File: config.mk
export PLATFORM = sky130hd
export DESIGN_NAME = gqi_mul
export DESIGN_NICKNAME = d
export VERILOG_FILES = /design/src/gqi_mul.sv
export SDC_FILE = /design/constraint.sdc
export NUM_CORES = 2
export LEC_CHECK = 0
export BUFFER_PORTS_ARGS = -buffer_cell sky130_fd_sc_hd__buf_2
export CAP_MARGIN = 20
export CORE_MARGIN = 3
export CORE_UTILIZATION = 40
export DETAILED_ROUTE_END_ITERATION = 12
export GPL_ROUTABILITY_DRIVEN = 1
export GPL_TIMING_DRIVEN = 0
export PLACE_DENSITY = 0.55
export SYNTH_ARGS = -nofsm -noshare
export SYNTH_HDL_FRONTEND = slang
export SYNTH_SLANG_ARGS = --single-unit
File: constraint.sdc
create_clock -name clock -period 10.26 [get_ports clock]
set_clock_uncertainty 0.15 [all_clocks]
set_input_delay 0 -clock clock [delete_from_list [all_inputs] [get_ports clock]]
set_output_delay 0 -clock clock [all_outputs]
set_load 0.1 [all_outputs]
File: src/gqi_mul.sv
// ----------------------------------------------------------------------------
// gqi_mul
// shared signed 33x33 multiplier with registered product
// ----------------------------------------------------------------------------
module gqi_mul (
   input  logic               clock,
   input  logic signed [32:0] mul_a,
   input  logic signed [32:0] mul_b,
   output logic signed [65:0] prod_ff
);

   always_ff @(posedge clock) begin
      prod_ff <= mul_a * mul_b;
   end

endmodule

==> qor.yml <==
synth_top_area_share_pct: 56.3
core_area_sq_um: 101000
post-route-util_pct: 43.3
tightest_slew_ns: 1.22
status: "completed"
finalWirelength_mm: 151
post-route-min-period_ns: 9.41
synth_top_family_by_area: "adder cells"
dieArea_sq_um: 106000
cts.repair.resized: 0
largest_reg_flops: 66
drt_iter0_drc: 2653
drv_slew: 0
syn_inst: 4338
setup_viol: 0
synth-edff-count: 0
die_x_microns: 325
cts.sinks: 66
crit_top_cell: "fa_1"
drv_cap: 0
grt_pass1_vias: 33100
finalNetCount: 5920
ys_seq_elements: 66
postCtsSetupRepairBufs: 0
crit_slowest_cell: "fa_1"
fmax_ghz: 0.106
clk_pin_slew_ns: 0.07
crit_type: "input pin to register"
grt_max_degree: 20
worst_setup_path_end_kind: "register"
synth_xor_area_share_pct: 1.46
vias_per_cell: 5.25
top_regs: "prod_ff: 66 flops"
syn_area_sq_um: 40700
grt_pass1_wl_mm: 225
yosys.area.top_type: "fa_1"
crit_required_ns: 10.39
synth_compound_area_share_pct: 4.07
synthArstFlopShare_pct: 0
syn_avg_cell_area_sq_um: 9.39
cts_tree: "built"
track_usage_pct: 29.5
hold_viol_final: 0
cts-root-buf: "clkbuf_16"
dp.cells: 5831
start_util_pct: 40.5
syn2layout_area_growth_pct: 7.00
synthMuxAreaShare_pct: 0
clockBufferDepth: 2
cp_max_fo: 10
rows: 116
ys_seq_area_share_pct: 3.24
yosys.area_share.simple_pct: 15.8
synthTopCellsByArea: "fa_1 (56%), inv_1 (10%), and2_1 (8.6%)"
pin_count: 133
synth.distinct_cells: 80
relSlewSlack_pct: 18.6
synth_adder_area_share_pct: 62.9
setup_slack_ns: 0.855
rsz0062_at_grt: "false"
drtPass1Iterations: 5
critPathArrivalTime_ns: 9.53
crit_path_start_kind: "input pin"
final.period_utilization_pct: 91.7
dp_slack_ns: 0.00781
crit_path_max_incr_delay_ns: 0.98
gr-total-overflow: 0
vias: 30800
dpl.hpwl_mm: 128
die_h_microns: 325
drive_above_1_share_pct: 4.56
min-delay-path-class: "input pin to register"
holdBufCountCts: 2
ant_nets: 0
globalplace.congestion: 1.04
synth_fp_nets: 5767
io_buffers: 132
htreeDepth: 3
avgRoutedWirePerCell_microns: 25.8
regMostFlops: "prod_ff"
fill_cells: 10200
antenna_found_initial: 41
layoutNonFillerInstCount: 5867
tns_ns: 0
drc: 0
yosys_warnings: 0
cts-buffers-inserted: 9
yosys_most_used_dff: "dfxtp_1"
through the flow:
step           hold slack (ns)  instance area (sq um)
2_1_floorplan          -0.0227                  40700
3_3_place_gp             0.247                  43100
3_5_place_dp             0.249                  43200
4_1_cts                  0.170                  43500
5_1_grt                  0.207                  43600
6_report                 0.192                  43600
cell families (layout without fill, tap and decap cells):
| group | count (synthesis) | count (layout) |
|---|---|---|
| buf+inv | 1352 | 1510 |
| fa+ha+maj | 1362 | 1362 |
| simple gates | 1271 | 1271 |
| xor+xnor | 68 | 68 |
| other cells | 0 | 14 |
| compound gates | 219 | 219 |
| flops | 66 | 66 |
final cells by class:
cell class,count,area [sq um],area share [%]
Tap cell,1357,1700,3.90
Sequential cell,66,1320,3.03
Antenna cell,14,35.0,0.0804
Clock buffer,10,239,0.548
Clock inverter,6,90.1,0.207
Inverter,1131,4250,9.74
Timing Repair Buffer,142,790,1.81
Multi-Input combinational cell,2920,34300,78.7
Buffer,221,851,1.95
synth_stat cells (36+ instances only):
cell      instances
dfxtp_1          66
a21oi_1          57
xnor2_1          43
fa_1           1145
nand2_1         551
a21o_1           36
ha_1            217
inv_1          1131
nor2_1           68
clkbuf_1        208
and2_1          562
layer usage:
layer | share of wire (%) | track usage, % | up-vias
met5 | 0.12 | 0 | -
met4 | 5.9 | 14.5 | 22
met3 | 9.4 | 6.51 | 348
met2 | 45 | 45.1 | 1512
met1 | 40 | 39.8 | 16300
li1 | - | - | 12700
path summary, 6_finish.rpt:
path  startpoint                   to  cells after the start
max    mul_a[32]  prod_ff[58]$_DFF_P_                     25
min     mul_b[3]   prod_ff[3]$_DFF_P_                      5
cell usage in the layout, fill, tap and decap left out, types with 4 or more instances in the layout:
| cell | n |
|---|---|
| a211o_1 | 6 |
| a211oi_1 | 7 |
| a21o_1 | 36 |
| a21oi_1 | 57 |
| a31oi_1 | 8 |
| and2_1 | 562 |
| and3_1 | 5 |
| and4_1 | 5 |
| buf_2 | 143 |
| buf_8 | 6 |
| clkbuf_1 | 208 |
| clkbuf_16 | 9 |
| dfxtp_1 | 66 |
| diode_2 | 14 |
| fa_1 | 1145 |
| ha_1 | 217 |
| inv_1 | 1131 |
| nand2_1 | 551 |
| nand2b_1 | 12 |
| nand3_1 | 25 |
| nand4_1 | 11 |
| nor2_1 | 68 |
| nor2b_1 | 5 |
| nor3_1 | 7 |
| o211ai_1 | 4 |
| o21a_1 | 6 |
| o21ai_0 | 25 |
| o21ai_1 | 6 |
| o21bai_1 | 11 |
| xnor2_1 | 43 |
| xor2_1 | 25 |
worst max-delay path: cells and delay by family:
kind / cells / cell delay, ns
and+or+nand+nor: 6 / 1.58
adders and majority gates: 9 / 4.94
buffers and inverters: 7 / 1.97
AOI/OAI and AO/OA: 3 / 1.01
Power is left out: the tool's default activity adds up to more than one toggle a clock period on the data nets, which glitch-free logic cannot reach.
