<file path="src/gqi_pkg.sv">
// ----------------------------------------------------------------------------
// gqi_pkg
// shared types and constants of the gyro quaternion integrator
// ----------------------------------------------------------------------------
package gqi_pkg;

   // request: one three-axis gyro sample, signed Q6.26
   typedef struct packed {
      logic signed [31:0] rate_x;
      logic signed [31:0] rate_y;
      logic signed [31:0] rate_z;
   } req_type;

   // response: updated attitude, signed Q2.30, and renormalize flag
   typedef struct packed {
      logic signed [31:0] att_w;
      logic signed [31:0] att_x;
      logic signed [31:0] att_y;
      logic signed [31:0] att_z;
      logic               renormalized;
   } rsp_type;

   // command and status of the shift-subtract unit
   typedef struct packed {
      logic start;
      logic op_sqrt;
   } sd_cmd_type;

   typedef struct packed {
      logic busy;
      logic done;
      logic ovf;
   } sd_sts_type;

   // one step of the hamilton product schedule
   typedef struct packed {
      logic [1:0] dst;
      logic [1:0] qsel;
      logic [1:0] dsel;
      logic       neg;
   } prod_step_type;

   localparam logic signed [31:0] ONE_Q30      = 32'sh4000_0000;
   localparam logic [31:0]        PERIOD_RESET = 32'd4294967;
   localparam logic [63:0]        BAND_HI      = 64'd291112679913228861;
   localparam logic [63:0]        BAND_LO      = 64'd285348072390194627;
   localparam logic [3:0]         PROD_LAST    = 4'd11;

   // component index: 0 w, 1 x, 2 y, 3 z; increment index: 0 x, 1 y, 2 z
   function automatic prod_step_type prod_step(input logic [3:0] k);
      prod_step_type s;
      case (k)
         4'd0:    s = '{dst: 2'd0, qsel: 2'd1, dsel: 2'd0, neg: 1'b1};
         4'd1:    s = '{dst: 2'd0, qsel: 2'd2, dsel: 2'd1, neg: 1'b1};
         4'd2:    s = '{dst: 2'd0, qsel: 2'd3, dsel: 2'd2, neg: 1'b1};
         4'd3:    s = '{dst: 2'd1, qsel: 2'd0, dsel: 2'd0, neg: 1'b0};
         4'd4:    s = '{dst: 2'd1, qsel: 2'd2, dsel: 2'd2, neg: 1'b0};
         4'd5:    s = '{dst: 2'd1, qsel: 2'd3, dsel: 2'd1, neg: 1'b1};
         4'd6:    s = '{dst: 2'd2, qsel: 2'd0, dsel: 2'd1, neg: 1'b0};
         4'd7:    s = '{dst: 2'd2, qsel: 2'd1, dsel: 2'd2, neg: 1'b1};
         4'd8:    s = '{dst: 2'd2, qsel: 2'd3, dsel: 2'd0, neg: 1'b0};
         4'd9:    s = '{dst: 2'd3, qsel: 2'd0, dsel: 2'd2, neg: 1'b0};
         4'd10:   s = '{dst: 2'd3, qsel: 2'd1, dsel: 2'd1, neg: 1'b0};
         4'd11:   s = '{dst: 2'd3, qsel: 2'd2, dsel: 2'd0, neg: 1'b1};
         default: s = '{dst: 2'd0, qsel: 2'd0, dsel: 2'd0, neg: 1'b0};
      endcase
      return s;
   endfunction

endpackage

</file>
<file path="src/gqi_root_div.sv">
// ----------------------------------------------------------------------------
// gqi_root_div
// iterative shift-subtract unit: 32-bit floor square root or 32-bit divide
// ----------------------------------------------------------------------------
module gqi_root_div (
   input  logic               clock,
   input  logic               reset,
   input  gqi_pkg::sd_cmd_type cmd,
   input  logic [63:0]        operand,
   input  logic [31:0]        divisor,
   output gqi_pkg::sd_sts_type sts,
   output logic [31:0]        result
);

   logic [35:0] rem_ff, rem_in;
   logic [63:0] src_ff, src_in;
   logic [31:0] res_ff, res_in;
   logic [31:0] div_ff, div_in;
   logic [4:0]  cnt_ff, cnt_in;
   logic        busy_ff, busy_in;
   logic        done_ff, done_in;
   logic        sqrt_ff, sqrt_in;
   logic        ovf_ff, ovf_in;

   logic [35:0] rem_sh;
   logic [35:0] trial;
   logic        ge;

   // one compare-subtract per cycle, shared by both operations
   always_comb begin
      if (sqrt_ff) begin
         rem_sh = {rem_ff[33:0], src_ff[63:62]};
         trial  = {2'b00, res_ff, 2'b01};
      end else begin
         rem_sh = {rem_ff[34:0], src_ff[63]};
         trial  = {4'b0000, div_ff};
      end
      ge = (rem_sh >= trial);
   end

   always_comb begin
      rem_in  = rem_ff;
      src_in  = src_ff;
      res_in  = res_ff;
      div_in  = div_ff;
      cnt_in  = cnt_ff;
      busy_in = busy_ff;
      done_in = 1'b0;
      sqrt_in = sqrt_ff;
      ovf_in  = ovf_ff;
      if (cmd.start) begin
         busy_in = 1'b1;
         cnt_in  = '0;
         res_in  = '0;
         sqrt_in = cmd.op_sqrt;
         div_in  = divisor;
         if (cmd.op_sqrt) begin
            rem_in = '0;
            src_in = operand;
            ovf_in = 1'b0;
         end else begin
            rem_in = {4'b0000, operand[63:32]};
            src_in = {operand[31:0], 32'b0};
            ovf_in = (operand[63:32] >= divisor);
         end
      end else if (busy_ff) begin
         rem_in = ge ? (rem_sh - trial) : rem_sh;
         src_in = sqrt_ff ? {src_ff[61:0], 2'b00} : {src_ff[62:0], 1'b0};
         res_in = {res_ff[30:0], ge};
         cnt_in = cnt_ff + 5'd1;
         if (cnt_ff == 5'd31) begin
            busy_in = 1'b0;
            done_in = 1'b1;
         end
      end
   end

   always_ff @(posedge clock) begin
      if (reset) begin
         busy_ff <= 1'b0;
         done_ff <= 1'b0;
      end else begin
         busy_ff <= busy_in;
         done_ff <= done_in;
      end
      rem_ff  <= rem_in;
      src_ff  <= src_in;
      res_ff  <= res_in;
      div_ff  <= div_in;
      cnt_ff  <= cnt_in;
      sqrt_ff <= sqrt_in;
      ovf_ff  <= ovf_in;
   end

   assign sts.busy = busy_ff;
   assign sts.done = done_ff;
   assign sts.ovf  = ovf_ff;
   assign result   = res_ff;

endmodule

</file>
<file path="config.mk">
export PLATFORM = sky130hd
export DESIGN_NAME = gqi_root_div
export DESIGN_NICKNAME = d
export VERILOG_FILES = /design/src/gqi_pkg.sv /design/src/gqi_root_div.sv
export SDC_FILE = /design/constraint.sdc
export NUM_CORES = 1
export LEC_CHECK = 0
export BUFFER_PORTS_ARGS = -buffer_cell sky130_fd_sc_hd__buf_2
export CORE_MARGIN = 5
export CORE_UTILIZATION = 60
export CTS_CLUSTER_DIAMETER = 40
export DETAILED_ROUTE_END_ITERATION = 12
export GPL_TIMING_DRIVEN = 0
export PLACE_DENSITY = 0.82
export SETUP_SLACK_MARGIN = 0.4
export SLEW_MARGIN = 20
export SYNTH_ARGS = -nofsm -noshare
export SYNTH_HDL_FRONTEND = slang
export SYNTH_SLANG_ARGS = --single-unit
</file>
<file path="constraint.sdc">
create_clock -name clock -period 8.15 [get_ports clock]
set_clock_uncertainty 0.15 [all_clocks]
set_input_delay 1.63 -clock clock [delete_from_list [all_inputs] [get_ports clock]]
set_output_delay 1.63 -clock clock [all_outputs]
set_load 0.02 [all_outputs]
</file>
==> flow_summary_export.csv, run 1 <==
group,metric,value,unit
outcome,status,"finished, final reports clean",
yosys,ys_seq_elements,172,
pwr,power,4200,uW
pwr,power_density,320,nW/um^2
pwr,p_leak,0.00569,uW
layout,final_nets,1468,
worst_setup_path,timing.rr.start,"sqrt_ff$_DFFE_PP_",
cts,worstSkewPairLatency,0.44,ns
placement,placed_cell_area,12500,sq um
routing,drc,0,
layout,diodes,0,
timing,layout_min_cycle_time,6.28,ns
global_route,antenna_found_initial,0,
global_route,gr-total-overflow,0,
layout,fin_area,13100,sq um
timing,max_freq,159,MHz
die,dieArea,22000,sq um
cts,cts_tree,"done",
layout,synthToLayoutAreaGrowth,14.0,%
cts,cts_resized,0,
worst_setup_path,worstPathMaxFanout,10,
timing,final_max_slew_viol_count,0,
yosys,synth_top_area_share,0.348,
global_route,grt_pass1_wl,52.9,mm
yosys,netlist_area,11500,sq um
routing,wl_per_cell,22.3,um
worst_setup_path,worstSetupEndpointType,"flop",
pwr,peakVddDrop,0.000204,V
worst_setup_path,cp-start-kind,"flop",
timing,setup_tns,0,ns
cts,numCtsBuffers,17,
cts,ctsHtreeMaxLevel,4,
routing,ant_nets,0,
cts,cts_root_buf,"clkbuf_16",
timing,hold_viol_final,0,
worst_setup_path,timing.reg2reg.setup_slack,1.87,ns
worst_setup_path,crit_path_top_delay_cell,"buf_1",
routing,postRouteWirelength,34.5,mm
yosys,synth-edff-count,133,
worst_setup_path,worstSetupPathType,"reg -> reg",
yosys,synth_flop_cell,"edfxtp_1",
placement,hpwlAfterDp,25.9,mm
yosys,syn_inst,1144,
routing,vias,9854,
worst_setup_path,crit_chain,"buf_1 -> clkbuf_1 -> buf_2 -> buf_1 -> mux2i_1 -> ha_1 -> clkbuf_1 -> nand4_1 -> nor3_1 -> inv_1 -> a211oi_4 -> o41ai_4 -> nor3_2 -> o211ai_1 -> o21bai_1",
global_route,grt_pass1_vias,9912,
worst_hold_path,hold-path-endpoint,"cnt_ff[3]$_SDFFE_PP0P_",
pwr,seq_power_share,0.291,
die,start_util,0.612,
timing,worst_slack,1.87,ns
timing,hold-worst-slack,0.387,ns
timing,finalCritPeriodShare,0.771,
placement,pre_cts_ws,2.05,ns
global_route,grt_max_degree,43,
die,die_w,148,um
yosys,ys_warn_count,0,
routing,routed_via_density,6.37,
placement,place_congestion,0.974,
yosys,syn_nets,1313,
worst_setup_path,critPathArrivalTime,6.40,ns
worst_setup_path,slowest_delay,0.79,ns
die,ios,135,
worst_setup_path,rr_worst_depth,15,
yosys,ys_async_sr_fraction,0,
timing,rsz0062_at_grt,"false",
worst_hold_path,hold_start,"cnt_ff[3]$_SDFFE_PP0P_",
cts,cts_setup_buffers,0,
pwr,p_switching,1720,uW
cts,cts_hold_buf,0,
timing,tightest_slew,1.10,ns
worst_setup_path,r2r-end,"rem_ff[30]$_DFFE_PP_",
worst_hold_path,hold_class,"reg -> reg",
pwr,sw_frac_of_total,0.410,
cts,clk_path_buf_depth,2,
cts,clock_sinks,172,
timing,slew-limit-headroom,0.265,
yosys,yosys-top-cells-area,"edfxtp_1 35%, mux2i_1 13%, ha_1 7.4%",
routing,dr.pass1.iters,8,
die,fp.dieH,148,um
pwr,power_frac_comb,0.504,
layout,drive_above_1_share,0.174,
global_route,grt_usage,0.310,
yosys,synth_cell_types,68,
die,row_count,50,
placement,io_buffers,134,
routing,first_iter_violations,915,
timing,setup_viol,0,
yosys,synth.avg_cell_area,10.0,sq um
cts,cts.clk_slew.worst_paths,0.07,ns
die,core,18800,sq um
job,maxCapViolations,0,
yosys,yosysTopAreaCell,"edfxtp_1",
worst_hold_path,holdPathStages,2,
pwr,internal_power,2480,uW
worst_setup_path,worstPathRequired,8.27,ns
pwr,clkPwrFrac,0.205,
yosys,yosysSeqAreaShare,0.416,
routing by layer:
metal  vias up  part of all wire  track usage
li1       4535                 -            -
met1      4752              0.41        0.406
met2       472              0.47        0.514
met3        95             0.085       0.0619
met4         0             0.036        0.115
met5         -                 0            0
placed cells by master, fill, tap and decap left out, types with 23 or more instances in the layout:
| cell | synthesis | final |
|---|---|---|
| mux2i_1 | 149 | 149 |
| buf_2 | 7 | 141 |
| edfxtp_1 | 133 | 133 |
| nand2_1 | 100 | 100 |
| a21oi_1 | 86 | 86 |
| nor2_1 | 68 | 68 |
| ha_1 | 68 | 68 |
| o21ai_0 | 61 | 61 |
| inv_1 | 48 | 48 |
| clkbuf_1 | 43 | 43 |
| a211oi_1 | 39 | 39 |
| nor2b_1 | 39 | 39 |
| dfxtp_1 | 39 | 39 |
| mux2_2 | 32 | 32 |
| a21o_1 | 23 | 23 |
worst max-delay path, delay by kind of cell, from the launching register on:
family                   cells  cell delay, ns
buffers and inverters        6            2.85
adder cells (fa/ha/maj)      1            0.32
multiplexers                 1            0.20
AND/OR/NAND/NOR              3            1.23
AO/OA/AOI/OAI                4            0.93
flip-flops                   1            0.40
how the worst max path moves through the flow:
| stage | from | to | slack, ns | depth (start not counted) |
|---|---|---|---|---|
| after floorplan | sqrt_ff$_DFFE_PP_ | rem_ff[0]$_DFFE_PP_ | 3.67 | 15 |
| after CTS | sqrt_ff$_DFFE_PP_ | rem_ff[30]$_DFFE_PP_ | 1.98 | 15 |
| after global placement | cmd[1] | src_ff[13]$_DFFE_PP_ | 2.10 | 4 |
| after global routing | sqrt_ff$_DFFE_PP_ | rem_ff[30]$_DFFE_PP_ | 1.67 | 15 |
| final | sqrt_ff$_DFFE_PP_ | rem_ff[30]$_DFFE_PP_ | 1.87 | 15 |
| after detailed placement | sqrt_ff$_DFFE_PP_ | rem_ff[30]$_DFFE_PP_ | 2.05 | 15 |
flip-flops by register name, summed over array words and instances, names as in the netlist:
name / cells
busy_ff: 1
cnt_ff: 5
div_ff: 32
done_ff: 1
ovf_ff: 1
rem_ff: 35
result: 32
sqrt_ff: 1
src_ff: 64
logic make-up after synthesis:
family,synth area share
AOI/OAI and AO/OA,0.168
xor gates and xnor gates,0.0221
adders and majority gates,0.0758
buffers and inverters,0.0429
DFF,0.416
muxes,0.161
and+or+nand+nor,0.114
Yosys cell counts, types with 3 or more instances:
cell type,n
mux2i_1,149
edfxtp_1,133
nand2_1,100
a21oi_1,86
ha_1,68
nor2_1,68
o21ai_0,61
inv_1,48
clkbuf_1,43
a211oi_1,39
dfxtp_1,39
nor2b_1,39
mux2_2,32
a21o_1,23
o21ai_1,20
xnor2_1,20
nand4_1,16
buf_1,15
nand3_1,11
o21a_1,9
xor2_1,9
and3_1,8
nand2b_1,8
buf_2,7
o211ai_1,7
nor3_1,6
o21bai_1,6
a211o_1,5
a31oi_1,5
a22oi_1,4
a221o_1,3
and4_1,3
buf_4,3
buf_6,3
nor3b_1,3
o211a_1,3
o31a_1,3
o31ai_1,3
or2_2,3
power by group through the flow:
stage / Sequential [uW] / Clock [uW] / Combinational [uW]
after floorplan: 1210 / 0 / 1570
after global placement: 1230 / 0 / 2020
after detailed placement: 1240 / 0 / 2060
after CTS: 1220 / 859 / 2070
after global routing: 1230 / 902 / 2290
final: 1220 / 862 / 2120
final cells by class:
type	count	area (sq um)
Tap cell	234	293
Sequential cell	172	4770
Clock buffer	17	425
Fill cell	1473	5670
Timing Repair Buffer	136	711
Inverter	49	184
Buffer	71	309
Clock inverter	15	180
Multi-Input combinational cell	852	6220
per-stage QoR:
| stage | instances | util |
|---|---|---|
| after floorplan | 1144 | - |
| after global placement | 1512 | 0.664 |
| after detailed placement | 1514 | 0.666 |
| after CTS | 1546 | 0.698 |
| after global routing | 1546 | 0.698 |
| final | 1546 | 0.698 |
No activity file was read; power rests on OpenSTA's default activity.
==> inputs of run 2 (changes only) <==
Clock period 8.15 ns to 6.25 ns, I/O delays scaled along.
==> flow_summary_export.csv, run 2 (synthesized netlist as in run 1, its figures left out) <==
group,metric,value,unit
outcome,status,"finished, final reports clean",
timing,slew-limit-headroom,0.268,
routing,drc,0,
global_route,grt_busiest_layer,"met2",
cts,cts_root_buf,"clkbuf_16",
worst_hold_path,holdPathStages,2,
global_route,grt_pass1_vias,9927,
placement,hpwlAfterDp,25.9,mm
cts,cts_hold_buf,0,
placement,place_congestion,0.974,
routing,wl_per_cell,22.4,um
pwr,p_leak,0.00571,uW
worst_setup_path,crit_top_cell,"clkbuf_1",
routing,ant_nets,0,
global_route,gr-total-overflow,0,
layout,drive_above_1_share,0.177,
pwr,peakVddDrop,0.000268,V
worst_setup_path,crit_family,"buffers and inverters",
timing,setup_viol,0,
worst_setup_path,timing.rr.start,"sqrt_ff$_DFFE_PP_",
cts,worstSkewPairLatency,0.44,ns
timing,final_max_slew_viol_count,0,
layout,top_register,"src_ff",
timing,max_freq,181,MHz
worst_setup_path,worstPathMaxFanout,10,
global_route,use_met1,0.406,
routing,postRouteWirelength,34.6,mm
cts,ctsHtreeMaxLevel,4,
worst_setup_path,cp-start-kind,"flop",
die,ios,135,
layout,final_cell_mix,"149 x mux2i_1, 142 x buf_2, 133 x edfxtp_1",
global_route,grt_usage,0.311,
worst_setup_path,worstSetupStartpoint,"sqrt_ff$_DFFE_PP_",
timing,tightest_slew,1.10,ns
die,core,18800,sq um
worst_setup_path,crit_buf_inv,5,
global_route,grt_pass1_wl,53.0,mm
layout,layout_commonest_cell,"mux2i_1",
routing,first_iter_violations,920,
timing,layout_min_cycle_time,5.52,ns
routing,dr.pass1.iters,7,
timing,hold_viol_final,0,
timing,setup_tns,0,ns
die,dieArea,22000,sq um
worst_setup_path,rr_worst_depth,15,
worst_setup_path,r2r-end,"rem_ff[22]$_DFFE_PP_",
worst_setup_path,crit_chain,"clkdlybuf4s15_1 -> clkbuf_1 -> clkbuf_1 -> or2_2 -> ha_1 -> inv_1 -> fa_1 -> a21oi_2 -> o211a_1 -> or3_4 -> a211oi_4 -> o41ai_4 -> nor2_4 -> buf_6 -> a221o_1",
worst_setup_path,timing.reg2reg.setup_slack,0.73,ns
timing,rsz0062_at_grt,"false",
global_route,use_met3,0.0619,
layout,largest_reg_flops,64,
die,start_util,0.612,
worst_hold_path,hold_class,"reg -> reg",
layout,largestRegisters,"src_ff: 64 flops, rem_ff: 35 flops",
die,fp.dieH,148,um
cts,cts_tree,"done",
global_route,gr-usage-met2,0.516,
worst_setup_path,worstSetupPathType,"reg -> reg",
die,row_count,50,
worst_setup_path,crit_end,"rem_ff[22]$_DFFE_PP_",
layout,diodes,0,
pwr,power_density,418,nW/um^2
worst_setup_path,crit_path_top_delay_cell,"clkdlybuf4s15_1",
global_route,antenna_found_initial,0,
routing,vias,9844,
routing,routed_via_density,6.37,
worst_setup_path,path_depth,15,
cts,clock_sinks,172,
worst_setup_path,worstPathRequired,6.28,ns
job,maxCapViolations,0,
global_route,grt_max_degree,43,
cts,cts.clk_slew.worst_paths,0.08,ns
timing,finalCritPeriodShare,0.883,
layout,postLayoutCoreUtil,0.699,
cts,clk_path_buf_depth,2,
cts,numCtsBuffers,17,
layout,fill_cells,1468,
worst_setup_path,slowest_delay,0.70,ns
layout,synthToLayoutAreaGrowth,14.2,%
timing,hold-worst-slack,0.389,ns
worst_setup_path,worstSetupEndpointType,"flop",
layout,final_nets,1468,
placement,io_buffers,134,
worst_setup_path,critPathArrivalTime,5.56,ns
die,die_w,148,um
==> run 2: how the worst min path moves through the flow <==
stage                                   endpoint                   start  slack [ns]
final                     cnt_ff[2]$_SDFFE_PP0P_  cnt_ff[2]$_SDFFE_PP0P_        0.39
after global routing      result[4]$_SDFFE_PP0P_  result[3]$_SDFFE_PP0P_        0.43
after CTS                 cnt_ff[3]$_SDFFE_PP0P_  cnt_ff[3]$_SDFFE_PP0P_        0.39
after detailed placement  cnt_ff[3]$_SDFFE_PP0P_  cnt_ff[3]$_SDFFE_PP0P_        0.37
after global placement    cnt_ff[4]$_SDFFE_PP0P_  cnt_ff[4]$_SDFFE_PP0P_        0.34
after floorplan           cnt_ff[4]$_SDFFE_PP0P_  cnt_ff[4]$_SDFFE_PP0P_        0.32
==> run 2: worst register-to-register path: stages (launching register included) <==
cell,delay [ns]
edfxtp_1,0.40
clkdlybuf4s15_1,0.70
clkbuf_1,0.55
clkbuf_1,0.62
or2_2,0.24
ha_1,0.18
inv_1,0.07
fa_1,0.41
a21oi_2,0.22
o211a_1,0.21
or3_4,0.16
a211oi_4,0.08
o41ai_4,0.65
nor2_4,0.09
buf_6,0.20
a221o_1,0.34
==> run 2: area by class of cell <==
cell class | instances | area (sq um) | area share
multi-input combinational | 852 | 6230 | 0.475
clock inverter | 15 | 180 | 0.0137
buffer | 71 | 327 | 0.0249
clock buffer | 17 | 425 | 0.0324
timing repair buffer | 136 | 711 | 0.0541
inverter | 49 | 184 | 0.0140
sequential | 172 | 4770 | 0.364
tap | 234 | 293 | 0.0223
==> run 2: stage by stage <==
step / std cells / worst slack (ns) / instance area, sq um / power, uW
final: 1546 / 0.729 / 13100 / 5490
after global routing: 1546 / 0.595 / 13100 / 5780
after global placement: 1512 / 0.225 / 12500 / 4230
after floorplan: 1144 / 1.77 / 11500 / 3620
after CTS: 1546 / 0.508 / 13100 / 5410
after detailed placement: 1514 / 0.150 / 12500 / 4290
==> run 2: what timing repair did <==
item,4_1_cts,5_1_grt
setup endpoints to repair,32,11
setup buffers,0,0
gates resized for setup,4,4
==> run 2: power breakdown <==
part / leakage, uW / switching, uW / total [uW] / internal, uW
registers: 0.00167 / 103 / 1600 / 1490
clock network: 0.000287 / 516 / 1120 / 605
logic: 0.00376 / 1630 / 2770 / 1140
total: 0.00571 / 2250 / 5490 / 3230
==> run 2: per-layer routing <==
layer  vias to the layer above  wire length, um
met5                         -                0
met4                         0             1150
met3                        86             2980
met2                       486            16500
met1                      4729            13900
li1                       4543                -
